[src/rtl/halfband_allpass_resampler_2x_macros.svh]
// Assertion macros for the halfband allpass resampler.
// Included by the top level; no other dependencies.
`ifndef HALFBAND_ALLPASS_RESAMPLER_2X_MACROS_SVH
`define HALFBAND_ALLPASS_RESAMPLER_2X_MACROS_SVH

// Same-cycle implication, disabled during reset
`define HBAR_ASSERT_IMP(lbl, clk, rst_n, ante, cons, msg) \
  lbl: assert property (@(posedge clk) disable iff (!rst_n) (ante) |-> (cons)) else $error(msg);

// Next-cycle implication, disabled during reset
`define HBAR_ASSERT_NXT(lbl, clk, rst_n, ante, cons, msg) \
  lbl: assert property (@(posedge clk) disable iff (!rst_n) (ante) |=> (cons)) else $error(msg);

`endif

[src/rtl/hbar_pkg.sv]
// Shared types, widths, coefficient table and saturation helpers for the
// halfband allpass resampler. No dependencies.
`default_nettype none

package hbar_pkg;

  localparam int SAMPLE_WIDTH = 24;
  localparam int GUARD_BITS   = 4;
  localparam int STATE_WIDTH  = SAMPLE_WIDTH + GUARD_BITS;
  localparam int COEF_WIDTH   = 18;
  localparam int COEF_FRAC    = 18;
  localparam int DIFF_WIDTH   = STATE_WIDTH + 1;
  localparam int PROD_WIDTH   = DIFF_WIDTH + COEF_WIDTH + 1;
  localparam int RND_WIDTH    = PROD_WIDTH - COEF_FRAC;
  localparam int SUM_WIDTH    = RND_WIDTH + 1;
  localparam int NUM_SECT     = 3;
  localparam int SECT_W       = 2;
  localparam int STEP_W       = 3;
  localparam int NUM_STEPS    = 2 * NUM_SECT;
  localparam int TDATA_IN_W   = 2 * SAMPLE_WIDTH;
  localparam int TDATA_OUT_W  = SAMPLE_WIDTH;

  localparam logic [STEP_W-1:0] LAST_STEP = STEP_W'(NUM_STEPS - 1);

  typedef enum logic {
    PATH_LOWER = 1'b0,
    PATH_UPPER = 1'b1
  } path_e;

  typedef enum logic {
    MODE_UP   = 1'b0,
    MODE_DOWN = 1'b1
  } mode_e;

  typedef enum logic [2:0] {
    ST_IDLE,
    ST_RUN,
    ST_DRAIN,
    ST_EMIT_A,
    ST_EMIT_B
  } fsm_e;

  // Control word that travels with one section operation through the unit
  typedef struct packed {
    logic              valid;
    path_e             path;
    logic [SECT_W-1:0] sect;
  } sec_ctl_t;

  // Q0.18 allpass coefficients, three per path
  function automatic logic [COEF_WIDTH-1:0] coef_lookup(path_e p, logic [SECT_W-1:0] k);
    logic [COEF_WIDTH-1:0] c;
    c = '0;
    unique case ({p, k})
      {PATH_LOWER, 2'd0}: c = COEF_WIDTH'(10263);
      {PATH_LOWER, 2'd1}: c = COEF_WIDTH'(79337);
      {PATH_LOWER, 2'd2}: c = COEF_WIDTH'(176847);
      {PATH_UPPER, 2'd0}: c = COEF_WIDTH'(38634);
      {PATH_UPPER, 2'd1}: c = COEF_WIDTH'(126476);
      {PATH_UPPER, 2'd2}: c = COEF_WIDTH'(231474);
      default:            c = '0;
    endcase
    return c;
  endfunction

  // Clamp a section sum to the state word range
  function automatic logic signed [STATE_WIDTH-1:0] sat_state(
    logic signed [SUM_WIDTH-1:0] v
  );
    logic signed [SUM_WIDTH-1:0] hi;
    logic signed [SUM_WIDTH-1:0] lo;
    hi = SUM_WIDTH'((64'sd1 <<< (STATE_WIDTH - 1)) - 64'sd1);
    lo = -hi - SUM_WIDTH'(1);
    if (v > hi) return hi[STATE_WIDTH-1:0];
    if (v < lo) return lo[STATE_WIDTH-1:0];
    return v[STATE_WIDTH-1:0];
  endfunction

  // Clamp a state word to the sample range
  function automatic logic signed [SAMPLE_WIDTH-1:0] sat_sample(
    logic signed [STATE_WIDTH-1:0] v
  );
    logic signed [STATE_WIDTH-1:0] hi;
    logic signed [STATE_WIDTH-1:0] lo;
    hi = STATE_WIDTH'((64'sd1 <<< (SAMPLE_WIDTH - 1)) - 64'sd1);
    lo = -hi - STATE_WIDTH'(1);
    if (v > hi) return hi[SAMPLE_WIDTH-1:0];
    if (v < lo) return lo[SAMPLE_WIDTH-1:0];
    return v[SAMPLE_WIDTH-1:0];
  endfunction

endpackage

`default_nettype wire

[src/rtl/hbar_alu.sv]
// Shared two-stage allpass section unit: multiply, then round, add, saturate.
// Depends on hbar_pkg.
`default_nettype none

module hbar_alu
  import hbar_pkg::*;
(
  input  wire logic                          clk_i,
  input  wire logic                          rst_ni,
  input  wire sec_ctl_t                      issue_i,
  input  wire logic signed [STATE_WIDTH-1:0] x_i,
  input  wire logic signed [STATE_WIDTH-1:0] y_prev_i,
  input  wire logic signed [STATE_WIDTH-1:0] x_prev_i,
  input  wire logic [COEF_WIDTH-1:0]         coef_i,
  output sec_ctl_t                           wb_o,
  output logic signed [STATE_WIDTH-1:0]      y_o,
  output logic signed [STATE_WIDTH-1:0]      x_o
);

  logic signed [DIFF_WIDTH-1:0]   diff;
  logic signed [COEF_WIDTH:0]     coef_s;
  logic signed [PROD_WIDTH-1:0]   prod_d, prod_q;
  logic signed [STATE_WIDTH-1:0]  x_q, x_prev_q;
  sec_ctl_t                       ctl_q;
  logic signed [PROD_WIDTH-1:0]   rnd_full;
  logic signed [RND_WIDTH-1:0]    rnd;
  logic signed [SUM_WIDTH-1:0]    sum;

  // Stage one: (x - y_prev) * a
  assign diff   = DIFF_WIDTH'(x_i) - DIFF_WIDTH'(y_prev_i);
  assign coef_s = $signed({1'b0, coef_i});
  assign prod_d = PROD_WIDTH'(diff) * PROD_WIDTH'(coef_s);

  always_ff @(posedge clk_i or negedge rst_ni) begin
    if (!rst_ni) begin
      ctl_q <= '0;
    end else begin
      ctl_q <= issue_i;
    end
  end

  always_ff @(posedge clk_i) begin
    prod_q   <= prod_d;
    x_q      <= x_i;
    x_prev_q <= x_prev_i;
  end

  // Stage two: round half up to the sample LSB, add x_prev, clamp
  assign rnd_full = prod_q + (PROD_WIDTH'(1) <<< (COEF_FRAC - 1));
  assign rnd      = rnd_full[PROD_WIDTH-1:COEF_FRAC];
  assign sum      = SUM_WIDTH'(rnd) + SUM_WIDTH'(x_prev_q);

  assign y_o  = sat_state(sum);
  assign x_o  = x_q;
  assign wb_o = ctl_q;

endmodule

`default_nettype wire

[src/rtl/halfband_allpass_resampler_2x.sv]
// Two-path polyphase IIR halfband resampler by two: sequencer, section state
// and output register. Depends on hbar_pkg, hbar_alu and the macros header.
//
// Usage:
//   Samples enter on the s_axis channel (first_sample in tdata[23:0],
//   second_sample in tdata[47:24]); results leave on m_axis (sample_out in
//   tdata, last_of_run on tlast). The user must write resample_mode on the cfg
//   channel (always ready) only while the block is idle; the block itself does
//   not enforce this. 0 upsamples one sample to two results (lower path, then
//   upper path), 1 downsamples a pair to the rounded mean of its two path
//   outputs. One item runs six allpass sections through a single two-stage
//   multiply/round/saturate unit, one section issued per cycle with the two
//   paths interleaved, so the pipeline never waits on its own result.
//   After the input transfer the sequencer issues the six steps in ST_RUN,
//   waits in ST_DRAIN for the last write-back, then loads the output register
//   in ST_EMIT_A, and in ST_EMIT_B too when upsampling. tready is low while an
//   item is in work. A one-entry output register holds a result while the
//   receiver stalls; the block accepts the next item while it waits, and
//   sequencing halts at the emit step until the register frees.
//   Reset clears all section state, the mode (upsample) and the output valid flag.
`default_nettype none

`include "halfband_allpass_resampler_2x_macros.svh"

module halfband_allpass_resampler_2x
  import hbar_pkg::*;
(
  input  wire logic                   clk_i,
  input  wire logic                   rst_ni,
  // configuration write
  input  wire logic                   cfg_valid_i,
  output logic                        cfg_ready_o,
  input  wire logic                   cfg_data_i,     // resample_mode
  // input stream
  input  wire logic                   s_axis_tvalid,
  output logic                        s_axis_tready,
  input  wire logic [TDATA_IN_W-1:0]  s_axis_tdata,   // [23:0] first_sample, [47:24] second_sample
  // output stream
  output logic                        m_axis_tvalid,
  input  wire logic                   m_axis_tready,
  output logic [TDATA_OUT_W-1:0]      m_axis_tdata,   // [23:0] sample_out
  output logic                        m_axis_tlast    // last_of_run
);

  fsm_e                           state_q, state_d;
  logic [STEP_W-1:0]              step_q;
  mode_e                          mode_q;
  logic signed [STATE_WIDTH-1:0]  sec_out_q  [2][NUM_SECT];
  logic signed [STATE_WIDTH-1:0]  in_prev_q  [2][NUM_SECT];
  logic signed [STATE_WIDTH-1:0]  carry_q    [2];
  logic                           out_valid_q;
  logic [SAMPLE_WIDTH-1:0]        out_data_q;
  logic                           out_last_q;

  logic                           accept;
  logic                           out_free;
  logic                           load;
  logic [SAMPLE_WIDTH-1:0]        load_data;
  logic                           load_last;
  sec_ctl_t                       issue;
  sec_ctl_t                       wb;
  logic signed [STATE_WIDTH-1:0]  alu_y, alu_x;
  logic signed [SAMPLE_WIDTH-1:0] first_s, second_s;
  logic signed [STATE_WIDTH:0]    pair_sum;
  logic signed [STATE_WIDTH-1:0]  mean;

  assign first_s  = s_axis_tdata[SAMPLE_WIDTH-1:0];
  assign second_s = s_axis_tdata[TDATA_IN_W-1:SAMPLE_WIDTH];

  assign cfg_ready_o = 1'b1;
  assign accept      = s_axis_tvalid && s_axis_tready;
  assign out_free    = !out_valid_q || m_axis_tready;

  // Current section: even steps lower path, odd steps upper path
  assign issue.valid = (state_q == ST_RUN);
  assign issue.path  = path_e'(step_q[0]);
  assign issue.sect  = step_q[STEP_W-1:1];

  hbar_alu u_alu (
    .clk_i    (clk_i),
    .rst_ni   (rst_ni),
    .issue_i  (issue),
    .x_i      (carry_q[issue.path]),
    .y_prev_i (sec_out_q[issue.path][issue.sect]),
    .x_prev_i (in_prev_q[issue.path][issue.sect]),
    .coef_i   (coef_lookup(issue.path, issue.sect)),
    .wb_o     (wb),
    .y_o      (alu_y),
    .x_o      (alu_x)
  );

  // Mean of the two path outputs, rounded half up
  assign pair_sum = (STATE_WIDTH+1)'(carry_q[PATH_LOWER]) +
                    (STATE_WIDTH+1)'(carry_q[PATH_UPPER]) + (STATE_WIDTH+1)'(1);
  assign mean     = pair_sum[STATE_WIDTH:1];

  // Next state, ready and output load
  always_comb begin
    state_d       = state_q;
    s_axis_tready = 1'b0;
    load          = 1'b0;
    load_data     = '0;
    load_last     = 1'b0;
    unique case (state_q)
      ST_IDLE: begin
        s_axis_tready = 1'b1;
        if (s_axis_tvalid) state_d = ST_RUN;
      end
      ST_RUN: begin
        if (step_q == LAST_STEP) state_d = ST_DRAIN;
      end
      ST_DRAIN: begin
        state_d = ST_EMIT_A;
      end
      ST_EMIT_A: begin
        if (mode_q == MODE_DOWN) begin
          load_data = sat_sample(mean);
          load_last = 1'b1;
        end else begin
          load_data = sat_sample(carry_q[PATH_LOWER]);
          load_last = 1'b0;
        end
        if (out_free) begin
          load    = 1'b1;
          state_d = (mode_q == MODE_DOWN) ? ST_IDLE : ST_EMIT_B;
        end
      end
      ST_EMIT_B: begin
        load_data = sat_sample(carry_q[PATH_UPPER]);
        load_last = 1'b1;
        if (out_free) begin
          load    = 1'b1;
          state_d = ST_IDLE;
        end
      end
      default: state_d = ST_IDLE;
    endcase
  end

  always_ff @(posedge clk_i or negedge rst_ni) begin
    if (!rst_ni) begin
      state_q <= ST_IDLE;
    end else begin
      state_q <= state_d;
    end
  end

  // Step counter: clear on transfer, advance while issuing
  always_ff @(posedge clk_i or negedge rst_ni) begin
    if (!rst_ni) begin
      step_q <= '0;
    end else if (accept) begin
      step_q <= '0;
    end else if (state_q == ST_RUN) begin
      step_q <= step_q + STEP_W'(1);
    end
  end

  // Mode register
  always_ff @(posedge clk_i or negedge rst_ni) begin
    if (!rst_ni) begin
      mode_q <= MODE_UP;
    end else if (cfg_valid_i && cfg_ready_o) begin
      mode_q <= mode_e'(cfg_data_i);
    end
  end

  // Section state: write back each finished section
  always_ff @(posedge clk_i or negedge rst_ni) begin
    if (!rst_ni) begin
      for (int p = 0; p < 2; p++) begin
        for (int k = 0; k < NUM_SECT; k++) begin
          sec_out_q[p][k] <= '0;
          in_prev_q[p][k] <= '0;
        end
      end
    end else if (wb.valid) begin
      sec_out_q[wb.path][wb.sect] <= alu_y;
      in_prev_q[wb.path][wb.sect] <= alu_x;
    end
  end

  // Path carry: load the path input on transfer, then each section output
  always_ff @(posedge clk_i or negedge rst_ni) begin
    if (!rst_ni) begin
      carry_q[PATH_LOWER] <= '0;
      carry_q[PATH_UPPER] <= '0;
    end else if (accept) begin
      carry_q[PATH_UPPER] <= STATE_WIDTH'(first_s);
      carry_q[PATH_LOWER] <= (mode_q == MODE_DOWN) ? STATE_WIDTH'(second_s)
                                                   : STATE_WIDTH'(first_s);
    end else if (wb.valid) begin
      carry_q[wb.path] <= alu_y;
    end
  end

  // Output register: hold until the receiver takes the transfer
  always_ff @(posedge clk_i or negedge rst_ni) begin
    if (!rst_ni) begin
      out_valid_q <= 1'b0;
    end else if (load) begin
      out_valid_q <= 1'b1;
    end else if (m_axis_tready) begin
      out_valid_q <= 1'b0;
    end
  end

  always_ff @(posedge clk_i) begin
    if (load) begin
      out_data_q <= load_data;
      out_last_q <= load_last;
    end
  end

  assign m_axis_tvalid = out_valid_q;
  assign m_axis_tdata  = out_data_q;
  assign m_axis_tlast  = out_last_q;

  // The section unit is empty whenever a new item may enter
  `HBAR_ASSERT_IMP(a_idle_alu_empty, clk_i, rst_ni, s_axis_tready, !wb.valid && !issue.valid, "section unit busy while ready")
  // An input transfer starts the sequence at the first step
  `HBAR_ASSERT_NXT(a_accept_starts, clk_i, rst_ni, accept, state_q == ST_RUN && step_q == '0, "transfer did not start run")
  // The second upsample result always closes the run
  `HBAR_ASSERT_NXT(a_emit_b_last, clk_i, rst_ni, state_q == ST_EMIT_B && load, m_axis_tvalid && m_axis_tlast, "second result not marked last")
  // Every issue is followed by the write-back of the same section in the cycle after
  `HBAR_ASSERT_NXT(a_wb_follows_issue, clk_i, rst_ni, issue.valid, wb.valid && wb.sect == $past(issue.sect), "write-back lost")

endmodule

`default_nettype wire

[config.mk]
export PLATFORM = sky130hd
export DESIGN_NAME = halfband_allpass_resampler_2x
export DESIGN_NICKNAME = d
export VERILOG_FILES = /design/src/rtl/hbar_pkg.sv /design/src/rtl/hbar_alu.sv /design/src/rtl/halfband_allpass_resampler_2x.sv
export VERILOG_INCLUDE_DIRS = /design/src /design/src/rtl
export SDC_FILE = /design/constraint.sdc
export NUM_CORES = 2
export LEC_CHECK = 0
export ABC_CLOCK_PERIOD_IN_PS = 11000
export BUFFER_PORTS_ARGS = -buffer_cell sky130_fd_sc_hd__buf_4
export CAP_MARGIN = 0
export CORE_ASPECT_RATIO = 0.6
export CORE_UTILIZATION = 45
export CTS_CLUSTER_DIAMETER = 50
export DETAILED_ROUTE_END_ITERATION = 16
export PLACE_DENSITY_LB_ADDON = 0.2
export SYNTH_ARGS = -nofsm -noshare
export SYNTH_HDL_FRONTEND = slang
export SYNTH_SLANG_ARGS = --single-unit
[constraint.sdc]
create_clock -name clk_i -period 11 [get_ports clk_i]
set_clock_uncertainty 0.1 [all_clocks]
set_input_delay 2.2 -clock clk_i [delete_from_list [all_inputs] [get_ports clk_i]]
set_output_delay 2.2 -clock clk_i [all_outputs]
set_load 0.1 [all_outputs]
==> results.json <==
{
  "critPathMaxStageDelay_ns": 0.64,
  "wl_mm": 148,
  "grt_overflow_total": 0,
  "ys.flop_type": "dfrtp_1",
  "io_pins": 82,
  "r2r-end": "u_alu.prod_q[47]$_DFF_P_",
  "setup_violations": 0,
  "synth-edff-count": 25,
  "regToRegSetupSlack_ns": 0.52,
  "routed_via_density": 5.66,
  "min_from": "in_prev_q[121]$_DFFE_PN0P_",
  "die_area_um2": 99600,
  "synth_area_um2": 44200,
  "fin_crit_ns": 10.48,
  "clock_latency_ns": 0.60,
  "hpwl_mm": 115,
  "relSlewSlack": 0.151,
  "drv_cap": 0,
  "startpoint": "step_q[1]$_DFFE_PN0P_",
  "synth_warnings": 0,
  "antenna_cells": 0,
  "initial_core_util": 0.457,
  "worstMarginPinSlew_ns": 1.27,
  "drt_pass1_iterations": 6,
  "area_growth_pct": 9.15,
  "crit_fanout": 20,
  "multi_input_comb_area_um2": 28600,
  "hp-class": "flop to flop",
  "worstPathArrival_ns": 10.84,
  "nFillCells": 8972,
  "crit_slowest_cell": "dfrtp_4",
  "first_global_vias": 33700,
  "grt.total_usage": 0.299,
  "async_flop_share": 0.783,
  "seq_area_frac_synth": 0.285,
  "holdPathStages": 2,
  "grt_max_degree": 155,
  "avgRoutedWirePerCell_um": 24.1,
  "cp-start-kind": "flop",
  "syn_nets": 5531,
  "path_class": "flop to flop",
  "max_freq_mhz": 95.4,
  "antenna_found_initial": 10,
  "fin_nets": 5549,
  "cts_buffer_depth": 3,
  "min_period_over_period": 0.953,
  "required_ns": 11.35,
  "synth.avg_cell_area_um2": 9.29,
  "maxSlewViolCount": 0,
  "critPathCaptureType": "flop",
  "tritoncts": "built",
  "register_area_um2": 12600,
  "drt_first_iter_violations": 4055,
  "place_congestion": 1.02,
  "r2r-start": "step_q[1]$_DFFE_PN0P_",
  "die_w_um": 407,
  "crit_top_cell": "fa_1",
  "row_count": 88,
  "cts_inserted_buffers": 47,
  "synth-seq-cells": 516,
  "r2r_cells": 35,
  "hold_viol": 0,
  "htree_levels": 2,
  "clk_pin_slew_worst_paths_ns": 0.07,
  "hold_end": "in_prev_q[121]$_DFFE_PN0P_",
  "grt_first_pass_wirelength_mm": 221,
  "clock-sinks": 516,
  "core_area_um2": 96800,
  "die_h_um": 245,
  "numPortBuffers": 80,
  "drc": 0,
  "drive_above_1_share": 0.108,
  "postRouteAntennaNets": 0,
  "finalSetupTns_ns": 0,
  "syn_inst": 4761,
  "status": "finished, final reports clean",
  "vias": 34600,
  "root_buffer": "clkbuf_16",
  "rsz0062_at_grt": "false",
  "synth_cell_types": 88
}
[state kept, by name, indices dropped and copies added (netlist names), 3 cells and up]
register        flops
carry_q            56
in_prev_q         168
m_axis_tdata       24
sec_out_q         168
state_q             3
step_q              3
u_alu.prod_q       31
u_alu.wb_o          4
u_alu.x_o          28
u_alu.x_prev_q     28
[layout by cell type, fill, tap and decap left out, types with 43 or more instances in the layout]
cell type  instances
clkbuf_16         51
dfxtp_1           87
dfrtp_1          402
a21o_1            50
mux4_2            55
nand2_1          833
mux2i_1           86
fa_1             491
inv_1            607
o21ai_0          311
and3_1            43
ha_1             225
nor3_1            74
xnor2_1          104
buf_4            197
xor2_1            56
mux2_2            85
nor2_1           365
a21oi_1          142
[worst max-delay path by stage]
stage	endpoint
finish	u_alu.prod_q[47]$_DFF_P_
global route	u_alu.prod_q[47]$_DFF_P_
CTS	u_alu.prod_q[46]$_DFF_P_
detailed placement	u_alu.prod_q[47]$_DFF_P_
global placement	u_alu.prod_q[46]$_DFF_P_
floorplan	u_alu.prod_q[46]$_DFF_P_
[what timing repair did]
action | CTS | global route
endpoints found under the setup margin | 0 | 13
hold buffers | 0 | 0
gates resized for setup | 0 | 13
buffers inserted | 0 | 11
[worst max-delay path, delay by kind of cell (launching register included)]
kind                       cells  cell delay [ns]
buffers and inverters          7             0.93
xor gates and xnor gates       2             0.32
muxes                          1             0.35
DFF                            1             0.64
adders and majority gates      8             3.76
and+or+nand+nor                1             0.10
AOI/OAI and AO/OA             16             4.10
[per-stage QoR]
stage | setup WS [ns] | util | hold slack (ns) | instance area [µm²] | instances
final | 0.516 | 0.499 | 0.372 | 48300 | 6121
after global routing | 0.00946 | 0.499 | 0.390 | 48300 | 6121
after CTS | 0.128 | 0.497 | 0.374 | 48100 | 6109
after detailed placement | 0.199 | 0.481 | 0.357 | 46500 | 6023
after global placement | 0.287 | 0.481 | 0.352 | 46500 | 6023
after floorplan | 0.489 | - | 0.287 | 44200 | 4761
[per-layer routing]
layer	part of all wire	wire [µm]	GRT usage
met5	0.00032	47	0
met4	0.018	2630	0.0488
met3	0.16	23400	0.163
met2	0.36	52500	0.359
met1	0.47	69000	0.461
[cells in the mapped netlist (all sizes together), types with 26 or more instances]
cell | instances | area [µm²]
buf | 40 | 224
mux4 | 55 | 1240
mux2i | 86 | 861
a21o | 52 | 392
nand3 | 34 | 170
inv | 608 | 2280
o21a | 26 | 195
fa | 491 | 9830
nand2b | 35 | 219
nand2 | 840 | 3150
and3 | 43 | 269
dfrtp | 404 | 10100
o21ai | 345 | 1780
a21oi | 169 | 962
clkbuf | 196 | 736
dfxtp | 87 | 1740
nor2 | 373 | 1410
nor3 | 76 | 380
mux2 | 85 | 957
ha | 225 | 2820
xnor2 | 104 | 911
xor2 | 57 | 499
[kinds of logic after synthesis]
kind of cell               count (synthesis)  synth area share
muxes                                    226            0.0691
adders and majority gates                716             0.286
buffers and inverters                    844            0.0733
and+or+nand+nor                         1523             0.145
xor gates and xnor gates                 161            0.0319
other                                      1         0.0000848
AOI/OAI and AO/OA                        774             0.110
DFF                                      516             0.285
[area by class of cell]
type                       instances  area share
multi-input combinational       3401       0.591
tap                             1305      0.0338
inverter                         608      0.0473
sequential                       516       0.261
clock buffer                      71      0.0286
timing repair buffer             205      0.0339
clock inverter                    15     0.00399
Power is not shown: default switching activity piles up to over one toggle a cycle in this logic, so the estimate is an artifact.
